### config.mk
export PLATFORM = sky130hd
export DESIGN_NAME = arx_ctrl
export DESIGN_NICKNAME = d
export VERILOG_FILES = /design/src/rtl/arx_pkg.sv /design/src/rtl/arx_ctrl.sv
export SDC_FILE = /design/constraint.sdc
export NUM_CORES = 1
export LEC_CHECK = 0
export ABC_AREA = 1
export BUFFER_PORTS_ARGS = -buffer_cell sky130_fd_sc_hd__buf_2
export CAP_MARGIN = 20
export CORE_MARGIN = 3
export CORE_UTILIZATION = 38
export CTS_CLUSTER_SIZE = 20
export DETAILED_ROUTE_END_ITERATION = 16
export GPL_ROUTABILITY_DRIVEN = 1
export PLACE_DENSITY = 0.71
export SYNTH_ARGS = -nofsm -noshare
export SYNTH_HDL_FRONTEND = slang
export SYNTH_SLANG_ARGS = --single-unit
### constraint.sdc
create_clock -name clk -period 1.2 [get_ports clk]
set_input_delay 0.24 -clock clk [delete_from_list [all_inputs] [get_ports clk]]
set_output_delay 0.24 -clock clk [all_outputs]
set_load 0.02 [all_outputs]
### src/rtl/arx_pkg.sv
// ----------------------------------------------------------------------------
// arx_pkg
// Shared types, constants and round helpers for the ARX CBC cipher block.
// ----------------------------------------------------------------------------
package arx_pkg;

  localparam int ROUND_COUNT = 64;
  localparam int RK_AW       = $clog2(ROUND_COUNT);
  localparam int CFG_IDX_W   = 3;

  localparam logic [CFG_IDX_W-1:0] CFG_KEY_A   = 3'd0;
  localparam logic [CFG_IDX_W-1:0] CFG_KEY_B   = 3'd1;
  localparam logic [CFG_IDX_W-1:0] CFG_KEY_C   = 3'd2;
  localparam logic [CFG_IDX_W-1:0] CFG_KEY_D   = 3'd3;
  localparam logic [CFG_IDX_W-1:0] CFG_IV_HIGH = 3'd4;
  localparam logic [CFG_IDX_W-1:0] CFG_IV_LOW  = 3'd5;
  localparam logic [CFG_IDX_W-1:0] CFG_DECRYPT = 3'd6;

  localparam logic [31:0] SEED_0 = 32'hb5232c67;
  localparam logic [31:0] SEED_1 = 32'habdd2f50;
  localparam logic [31:0] SEED_2 = 32'hab790aaa;
  localparam logic [31:0] SEED_3 = 32'he8395ac0;

  typedef logic [3:0][31:0] quad_t;  // element 0 is word 0

  typedef struct packed {
    logic [31:0] in_word_0;
    logic [31:0] in_word_1;
    logic [31:0] in_word_2;
    logic [31:0] in_word_3;
    logic        first_block;
  } in_item_t;

  typedef struct packed {
    logic [31:0] out_word_0;
    logic [31:0] out_word_1;
    logic [31:0] out_word_2;
    logic [31:0] out_word_3;
  } out_item_t;

  // controller to datapath
  typedef struct packed {
    logic             sched_start;  // seed schedule registers from the key
    logic             sched_step;   // one mixing iteration, write round key
    logic [RK_AW-1:0] sched_addr;
    logic [1:0]       sched_phase;  // (r-1) & 3
    logic             load;         // take input item, apply chain
    logic             round;        // one cipher round
    logic [RK_AW-1:0] rk_addr;      // round key read address
    logic             finish;       // final xor, chain update, output
  } dp_cmd_t;

  function automatic logic [31:0] rol(input logic [31:0] x, input int n);
    rol = (x << n) | (x >> (32 - n));
  endfunction

  function automatic logic [31:0] ror(input logic [31:0] x, input int n);
    ror = (x >> n) | (x << (32 - n));
  endfunction

endpackage

### src/rtl/arx_ctrl.sv
// ----------------------------------------------------------------------------
// arx_ctrl
// Sequencer: key schedule build, then per item load, 64 rounds, finish.
// ----------------------------------------------------------------------------
module arx_ctrl (
  input  logic            clk,
  input  logic            rst_n,
  input  logic            key_write,
  input  logic            cfg_valid,
  output logic            idle,
  input  logic            in_valid,
  output logic            in_ready,
  input  logic            out_busy,
  output arx_pkg::dp_cmd_t cmd
);
  import arx_pkg::*;

  typedef enum logic [2:0] {S_IDLE, S_SCHED, S_RDK, S_ROUND, S_FIN} state_t;

  state_t           state_r;
  logic             built_r;
  logic [RK_AW-1:0] cnt_r;

  always_ff @(posedge clk) begin
    if (!rst_n) begin
      state_r <= S_IDLE;
      built_r <= 1'b0;
      cnt_r   <= '0;
    end else begin
      case (state_r)
        S_IDLE: begin
          if (key_write || (in_valid && !built_r)) begin
            state_r <= S_SCHED;
            cnt_r   <= RK_AW'(1);
          end else if (in_valid && in_ready) begin
            state_r <= S_RDK;
            cnt_r   <= '0;
          end
        end
        S_SCHED: begin
          if (cnt_r == RK_AW'(ROUND_COUNT - 2)) begin
            built_r <= 1'b1;
            state_r <= S_IDLE;
          end
          cnt_r <= cnt_r + 1'b1;
        end
        S_RDK: begin
          state_r <= S_ROUND;
          cnt_r   <= cnt_r + 1'b1;
        end
        S_ROUND: begin
          if (cnt_r == '0) state_r <= S_FIN;
          cnt_r <= cnt_r + 1'b1;
        end
        S_FIN: begin
          // hold here while the previous result is still waiting
          if (!out_busy) state_r <= S_IDLE;
        end
        default: state_r <= S_IDLE;
      endcase
    end
  end

  always_comb begin
    cmd             = '0;
    idle            = (state_r == S_IDLE);
    in_ready        = idle && built_r && !cfg_valid;
    cmd.sched_start = idle && (key_write || (in_valid && !built_r));
    cmd.sched_step  = (state_r == S_SCHED);
    cmd.sched_addr  = cnt_r;
    cmd.sched_phase = 2'(cnt_r - 1'b1);
    cmd.load        = in_valid && in_ready;
    cmd.rk_addr     = cnt_r;
    cmd.round       = (state_r == S_ROUND);
    cmd.finish      = (state_r == S_FIN) && !out_busy;
  end

endmodule

Word-level counts from Yosys, hierarchy flattened:

Index checks and enable logic that the tools add are counted.

* equality and inequality tests: 9
* $add $sub $neg: 2
* reduce and logical (&&, ||, !) cells: 17
* mux-type cells: 9

Operators by type and width (number)
* $mux 3: 5
* $pmux 3 s5: 1
* $mux 6: 2
* $pmux 6 s2: 1
* $add 6x1->6 const B: 1
* $eq 3x2->1 const B: 2
* $eq 6x6->1 const B: 1
* $logic_and 1x1->1: 6
* $logic_not 6->1: 1
* $ne 2x1->1 const B: 2
* $reduce_and 2->1: 2
* $reduce_and 4->1: 1
* $eq 3x1->1 const B: 1
* $eq 3x3->1 const B: 1
* $logic_not 1->1: 3
* $logic_not 3->1: 1
* $ne 3x1->1 const B: 1
* $reduce_or 3->1: 1
* $ne 2x2->1 const B: 1
* $reduce_bool 2->1: 1
* $sub 2x1->2 const B: 1
* $logic_or 1x1->1: 1

* flip-flop bits (word level): 10
* output and inout bits: 21
* word-level logic and storage cells: 40
* bits of input ports: 6

Longest topological paths before layout:

Gate-level depths: netlist (run 1).

* word-level depth: 7
* mapped depth: 9
* depth with buffers taken out: 9

Worst setup path after synthesis (run 1):

No wires, ideal clock.

* path kind: flip-flop to flip-flop
* start point: register cnt_r[0]
* end point: register state_r[1]
* clock period less this slack: 1.435 ns
* cell stages (with the launch flop): 9
* setup time: 0.124 ns
* buffers on the path: 0
* setup slack: -0.235 ns
* data arrival time: 1.311 ns
* cells stage by stage: dfxtp_1 -> inv_1 -> ha_1 -> nand2_1 -> nor2_2 -> nor2_1 -> nor2_2 -> nand4_1 -> a21oi_1

* cells in the longest elaborated chain, start to end: 3
* elaborated cells between the ends (all ways): 5

RTL lines
* from (decl): line arx_ctrl.sv:22 `logic [RK_AW-1:0] cnt_r;`
* from (signal assigned): line arx_ctrl.sv:45 `cnt_r <= cnt_r + 1'b1;`
* from (signal assigned): line arx_ctrl.sv:49 `cnt_r <= cnt_r + 1'b1;`
* from (signal assigned): line arx_ctrl.sv:53 `cnt_r <= cnt_r + 1'b1;`
* $eq 6x6->1 / $logic_not 6->1 (equally long branches): line arx_ctrl.sv:41, arx_ctrl.sv:52
* $ne 2x1->1 (no line)
* $reduce_and 4->1 (no line) (*)
* to (signal assigned): line arx_ctrl.sv:43 `state_r <= S_IDLE;`
* to (signal assigned): line arx_ctrl.sv:48 `state_r <= S_ROUND;`
* to (signal assigned): line arx_ctrl.sv:52 `if (cnt_r == '0) state_r <= S_FIN;`
* to (decl): line arx_ctrl.sv:20 `state_t state_r;`

Mark *: on every way between the ends. The rest lies on a longest branch, timed or not.
A chain may end at the register's enable or synchronous reset.

Final worst setup path (run 1):

* start point: register state_r[0]
* end point: output in_ready

* cells in the longest elaborated chain, start to end: 3

RTL lines
* from (signal assigned): line arx_ctrl.sv:26 `state_r <= S_IDLE;`
* from (signal assigned): line arx_ctrl.sv:33 `state_r <= S_SCHED;`
* from (signal assigned): line arx_ctrl.sv:36 `state_r <= S_RDK;`
* $logic_not 3->1: line arx_ctrl.sv:66 `idle = (state_r == S_IDLE);`
* $logic_and 1x1->1 (2 in series): line arx_ctrl.sv:67 `in_ready = idle && built_r && !cfg_valid;`
* to (decl): line arx_ctrl.sv:12 `output logic in_ready,`

Every way passes these cells.

==> impl_summary.txt, run 1 <==
----------------------------------------------------
[Logic synthesis]
  Number of instances in the synthesized netlist ... 106
  Fraction of the mapped netlist area in adder cells ... 5.164%
  Synthesized flop and latch total ... 10
  Post-synthesis simple-gate area fraction ... 35.46%
  Sequential-to-total area share from yosys stat ... 27.54%
  Number of library cell types mapped by synthesis ... 24
  Post-Synthesis Net Count ... 115
  Mux cell area share after synthesis ... 0%
  Parity-gate share of the synthesized area counting xor and xnor cells ... 1.205%
  Largest family of logic cells by synthesized area ... simple AND/OR/NAND/NOR gates
  Mean area per synthesized cell ... 6.858 µm²
  Warnings from Yosys ... 0
  Synthesized cell area ... 726.9 µm²
  Complex-gate fraction of the synthesized area ... 12.22%

[STA]
  Timing-limited maximum frequency ... 752.8 MHz
  Hold slack ... 0.1967 ns
  Least setup slack across all paths after layout ... -0.1283 ns
  Max Transition Viols Final ... 0
  Post-route clock skew ... 0.001439 ns
  Slew @ Worst Pin ... 0.2995 ns
  Total negative slack for setup checks ... -1.511 ns
  Post-route clock period utilization ... 110.7%
  Endpoints failing setup ... 18
  Hold violation total from the final report ... 0
  Worst slew margin relative to its limit ... 80.01%
  RSZ-0062 raised after global routing ... yes
  Fin crit period ... 1.328 ns

[Floorplanning]
  Core area ... 0.001764 mm²
  Initial Util ... 41.21%
  Top Ports ... 27
  Row count ... 15
  Chip Height ... 49.74 µm
  Die area ... 0.002474 mm²
  Horiz. Die Dim ... 49.74 µm

[Final layout]
  Diode insertion count for antenna repair ... 0
  Final-layout fill cell count ... 162
  Highest-count cells in the layout ignoring fill and taps ... 25 x sky130_fd_sc_hd__buf_4, 16 x sky130_fd_sc_hd__buf_2, 14 x sky130_fd_sc_hd__nand2_1
  Layout area overhead ... 55.59%
  Leading cell type in the layout, fill and taps excluded ... sky130_fd_sc_hd__buf_4
  Combined area of the multi-input logic cells ... 465.4 µm²
  Share of layout cells above drive strength 1 ... 58.22%
  Final Core Density ... 64.11%
  Reg area ... 219.0 µm²
  Layout net count ... 157

[Placement]
  Port bufs ... 26
  Half-perimeter wire length of the detailed placement result ... 1.351 mm
  Final Wtd Congestion ... 0.8145

[Drt]
  Routed wire length per instance ... 11.85 µm
  Via-to-Cell Ratio ... 4.906
  Routed met1 length ... 870 µm
  WL met2 ... 1.032 mm
  Count of unresolved DRC violations after routing ... 0
  Total number of vias ... 839
  Number of nets with antenna violations after detailed routing ... 0
  Starting DRT DRC Count ... 11
  Aggregate routed wire length ... 2.027 mm
  Routed length on met3 ... 97 µm
  First-pass detailed-route iteration total ... 4
  Highest signal layer in the routed design ... met4

[CTS]
  Number of H-tree levels ... 1
  Clock transition at the register clock pins on the worst setup and hold paths after CTS ... 0.07 ns
  Clock tree from TritonCTS ... yes
  Root cell of the clock tree ... sky130_fd_sc_hd__clkbuf_4
  Clk buf depth ... 2
  CTS buffer count ... 3
  CTS sink count ... 10
  Clock latency on the worst-skew pair ... 0.27 ns

[Job]
  Max_cap viols ... 0

[Worst setup path]
  Cell chain of the critical path ... nor2_4, nand2_4, nor3_2, buf_4
  Arrival time worst endpoint ... 1.09 ns
  Critical path's slowest cell ... sky130_fd_sc_hd__dfxtp_2
  Maximum fanout count along the critical path ... 4
  Worst path required time ... 0.96 ns
  Kind of start point of the critical path ... flip-flop
  Capturing element type of the critical path ... primary output
  Worst setup path class ... reg -> out
  FF-to-FF path depth ... 8
  Delay of the slowest cell on the worst path ... 0.35 ns

[Status]
  Run status ... finished with violations
  Violations in the final reports ... setup timing

[Pwr]
  Leakage power ... 0.5593 nW
  Total power draw ... 0.9796 mW
  VDD IR max ... 0.5194 mV
  Power per cell area ... 866.1 mW/mm²

[Hold path]
  Hold crit path type ... in -> reg
  Worst Hold Depth ... 3

[Global routing]
  Antenna violations before repair ... 0
  All-Layer GR Usage ... 15.51%
  Wire length of the first global-routing pass ... 3.036 mm
  Number of global-route vias before repair ... 717
  Residual overflow from global routing ... 0
  Largest net degree at the start of global routing ... 9

----------------------------------------------------
==> kinds of logic after synthesis <==
kind of cell | Yosys count
buf+inv | 28
compound gates | 16
simple gates | 48
fa+ha+maj | 3
flops | 10
xor+xnor | 1
==> flip-flops by register name, summed over array words and instances, names as in the netlist <==
register and flops:
built_r 1, cnt_r 6, state_r 3
==> area by class of cell <==
type / count / share of cell area [%]
multi-input combinational: 68 / 41.15
timing repair buffer: 44 / 26.66
sequential: 10 / 19.36
inverter: 21 / 8.075
tap: 25 / 2.765
clock buffer: 3 / 1.991
==> per-layer routing <==
| metal | global-route usage [%] | vias to the layer above |
|---|---|---|
| met2 | 26.87 | 24 |
| met4 | 6.912 | 0 |
| met3 | 2.719 | 4 |
| met1 | 18.45 | 392 |
| met5 | 0 | - |
| li1 | - | 419 |
==> report_power, final <==
| part | switching, mW | total (mW) | internal, mW |
|---|---|---|---|
| Sequential | 0.0194 | 0.365 | 0.346 |
| Combinational | 0.220 | 0.378 | 0.158 |
| Clock | 0.120 | 0.236 | 0.116 |
==> final timing paths <==
check	start	slack, ns	end
worst max register to register	state_r[0]	-0.10	cnt_r[3]
worst min register to register	built_r	0.51	built_r
worst max-delay path	state_r[0]	-0.13	in_ready
worst min-delay path	rst_n	0.20	state_r[0]
==> timing repair <==
action,in CTS,in global routing
gates resized for setup,20,22
endpoints found under the hold margin,0,0
buffers inserted,7,6
endpoints found under the setup margin,10,21
pin swaps,5,7
hold buffers,0,0
==> synthesized netlist by cell type, drive strengths merged <==
cell | count | share of area [%]
a21o | 1 | 1.0
a21oi | 10 | 7.4
buf | 7 | 7.2
dfxtp | 10 | 28
ha | 3 | 5.2
inv | 21 | 11
nand2 | 22 | 15
nand3 | 7 | 4.8
nand3b | 1 | 1.0
nand4 | 5 | 4.3
nor2 | 9 | 6.7
nor3 | 4 | 3.4
o21ai | 4 | 2.8
o21bai | 1 | 1.0
xor2 | 1 | 1.2
==> critical path: cells and delay by family (launching register included) <==
family                 cells  cell delay, ns
buffers and inverters      1            0.16
and+or+nand+nor            3            0.31
DFF                        1            0.35
==> through the flow <==
step                      setup slack [ns]  std cells  instance area (µm²)
after floorplan                   -0.03179        106                744.5
after global placement             0.03396        155                890.9
after detailed placement           0.03093        155                890.9
after CTS                          -0.1281        165                 1028
after global routing               -0.1932        171                 1131
final                              -0.1283        171                 1131
Power figures use the tool's default switching activity.
==> run 2: changes to the inputs <==
- BUFFER_PORTS_ARGS: -buffer_cell sky130_fd_sc_hd__buf_2 -> -buffer_cell sky130_fd_sc_hd__buf_4
==> run 2 against run 1 <==
  * The run still ends with setup timing left
  * Non-clock buffer count unchanged
  * Sequential power about the same
  * First-iteration DRC count increased by 45%
  * Critical path type unchanged
  * Largest cell class unchanged
  * Largest power group unchanged
==> impl_summary.txt, run 2 (synthesis results as in run 1) <==
----------------------------------------------------
[STA]
  Worst slew margin relative to its limit ... 76.06%
  Least setup slack across all paths after layout ... -0.1705 ns
  Endpoints failing setup ... 19
  Hold violation total from the final report ... 0
  Post-route clock period utilization ... 114.2%
  Post-route clock skew ... 0.002732 ns
  Slew @ Worst Pin ... 0.3586 ns
  RSZ-0062 raised after global routing ... yes
  Max Transition Viols Final ... 0
  Fin crit period ... 1.371 ns
  Timing-limited maximum frequency ... 729.7 MHz

[Global routing]
  Antenna violations before repair ... 0
  Number of global-route vias before repair ... 699
  Residual overflow from global routing ... 0
  Wire length of the first global-routing pass ... 3.098 mm
  Largest net degree at the start of global routing ... 9
  All-Layer GR Usage ... 15.96%

[Drt]
  Via-to-Cell Ratio ... 5.093
  Starting DRT DRC Count ... 16
  Aggregate routed wire length ... 2.470 mm
  First-pass detailed-route iteration total ... 4
  Routed wire length per instance ... 14.36 µm
  Number of nets with antenna violations after detailed routing ... 0
  Total number of vias ... 876
  Count of unresolved DRC violations after routing ... 0

[Worst setup path]
  FF-to-FF path depth ... 8
  Critical path's slowest cell ... sky130_fd_sc_hd__dfxtp_4
  Instance count on the critical path ... 4
  Delay of the slowest cell on the worst path ... 0.37 ns
  Cell chain of the critical path ... inv_4, nand3_1, inv_1, buf_4
  Kind of start point of the critical path ... flip-flop
  Capturing element type of the critical path ... primary output
  First element of the critical path ... state_r[2]
  Maximum fanout count along the critical path ... 6
  Number of buffer and inverter stages on the critical path ... 3
  Worst path required time ... 0.96 ns
  Cell class contributing the biggest share of worst-path delay ... flip-flops
  Reg-to-Reg Start ... cnt_r[1]
  Worst setup path class ... reg -> out
  Arrival time worst endpoint ... 1.13 ns

[Final layout]
  Highest-count cells in the layout ignoring fill and taps ... 30 x sky130_fd_sc_hd__buf_4, 14 x sky130_fd_sc_hd__buf_6, 12 x sky130_fd_sc_hd__inv_1
  Leading registers by flop count ... cnt_r x6, state_r x3, built_r x1
  Number of flip-flops in the largest register ... 6
  Most flops, register ... cnt_r
  Layout area overhead ... 78.14%
  Post-Layout Cell Count ... 172
  Layout net count ... 157
  Share of layout cells above drive strength 1 ... 68.03%
  Leading cell type in the layout, fill and taps excluded ... sky130_fd_sc_hd__buf_4
  Diode insertion count for antenna repair ... 0

[Pwr]
  VDD IR max ... 0.7916 mV
  Total power draw ... 1.164 mW
  Leakage power ... 0.6063 nW
  Power per cell area ... 898.6 mW/mm²

[Floorplanning]
  Chip Height ... 49.74 µm
  Initial Util ... 41.21%
  Row count ... 15
  Top Ports ... 27
  Core area ... 0.001764 mm²
  Die area ... 0.002474 mm²
  Horiz. Die Dim ... 49.74 µm

[Hold path]
  Worst Hold Depth ... 3
  Min-Delay Startpoint ... rst_n
  Hold crit path type ... in -> reg

[Placement]
  Final Wtd Congestion ... 0.8169
  Half-perimeter wire length of the detailed placement result ... 1.448 mm
  Post-Place Worst Slack ... 0.01413 ns
  Total instance count after detailed placement ... 156
  Port bufs ... 26

[Status]
  Run status ... finished with violations
  Violations in the final reports ... setup timing

[CTS]
  Root cell of the clock tree ... sky130_fd_sc_hd__clkbuf_4
  Clock transition at the register clock pins on the worst setup and hold paths after CTS ... 0.08 ns
  CTS sink count ... 10
  Clk buf depth ... 2
  Number of H-tree levels ... 1
  Clock latency on the worst-skew pair ... 0.27 ns
  CTS buffer count ... 3
  Clock tree from TritonCTS ... yes

[Job]
  Max_cap viols ... 0

----------------------------------------------------
## run 2: cell count changes in the layout (fill, tap and decap cells not counted), sizes merged
cell and change:
clkbuf +1
## run 2: layer usage
metal | GRT usage (%) | share of wire, % | up-vias
li1 | - | - | 418
met1 | 20.33 | 40 | 422
met2 | 27.97 | 55 | 30
met3 | 3.021 | 3.9 | 6
met4 | 2.765 | 1.3 | 0
met5 | 0 | 0 | -
## run 2: worst paths after layout
check	to	slack (ns)
worst max-delay path	cmd[17]	-0.17
worst min-delay path	state_r[0]	0.18
worst max register to register	state_r[1]	-0.11
worst min register to register	cnt_r[3]	0.50
## run 2: what timing repair did
item / in CTS / in global routing
gates resized for setup: 21 / 42
setup endpoints to repair: 8 / 24
buffers inserted: 8 / 4
pin swaps: 5 / 20
hold buffers: 0 / 0
## run 2: worst reg2reg max path, cell delays in order, from the launching register on
cell	delay (ns)
sky130_fd_sc_hd__dfxtp_4	0.36
sky130_fd_sc_hd__buf_6	0.12
sky130_fd_sc_hd__ha_4	0.14
sky130_fd_sc_hd__nand2_4	0.05
sky130_fd_sc_hd__nor2_4	0.12
sky130_fd_sc_hd__nor2_1	0.06
sky130_fd_sc_hd__nor2_2	0.12
sky130_fd_sc_hd__nand4_1	0.09
sky130_fd_sc_hd__a21oi_1	0.18
## run 2: layout make-up
cell class | instances | area, µm²
repair buffers | 44 | 382.9
well taps | 25 | 31.28
inverters | 21 | 91.34
clock buffers | 4 | 36.28
multi-input cells | 68 | 528.0
flip-flops and latches | 10 | 225.2
fillers | 135 | 469.2
## run 2: power breakdown
part	switching [mW]	internal (mW)	leakage, nW
clock network	0.139	0.184	0.0210
registers	0.0234	0.345	0.0873
logic	0.257	0.215	0.498
## run 2: per-stage QoR
stage          hold slack [ns]  instance area [µm²]  TNS (ns)  util [%]
2_1_floorplan           0.3452                744.5  -0.03179         -
3_3_place_gp            0.4539                963.4         0     54.61
3_5_place_dp            0.4566                963.4         0     54.61
4_1_cts                 0.1852                 1127    -1.040     63.90
5_1_grt                 0.1848                 1295    -2.552     73.40
6_report                0.1789                 1295    -1.627     73.40
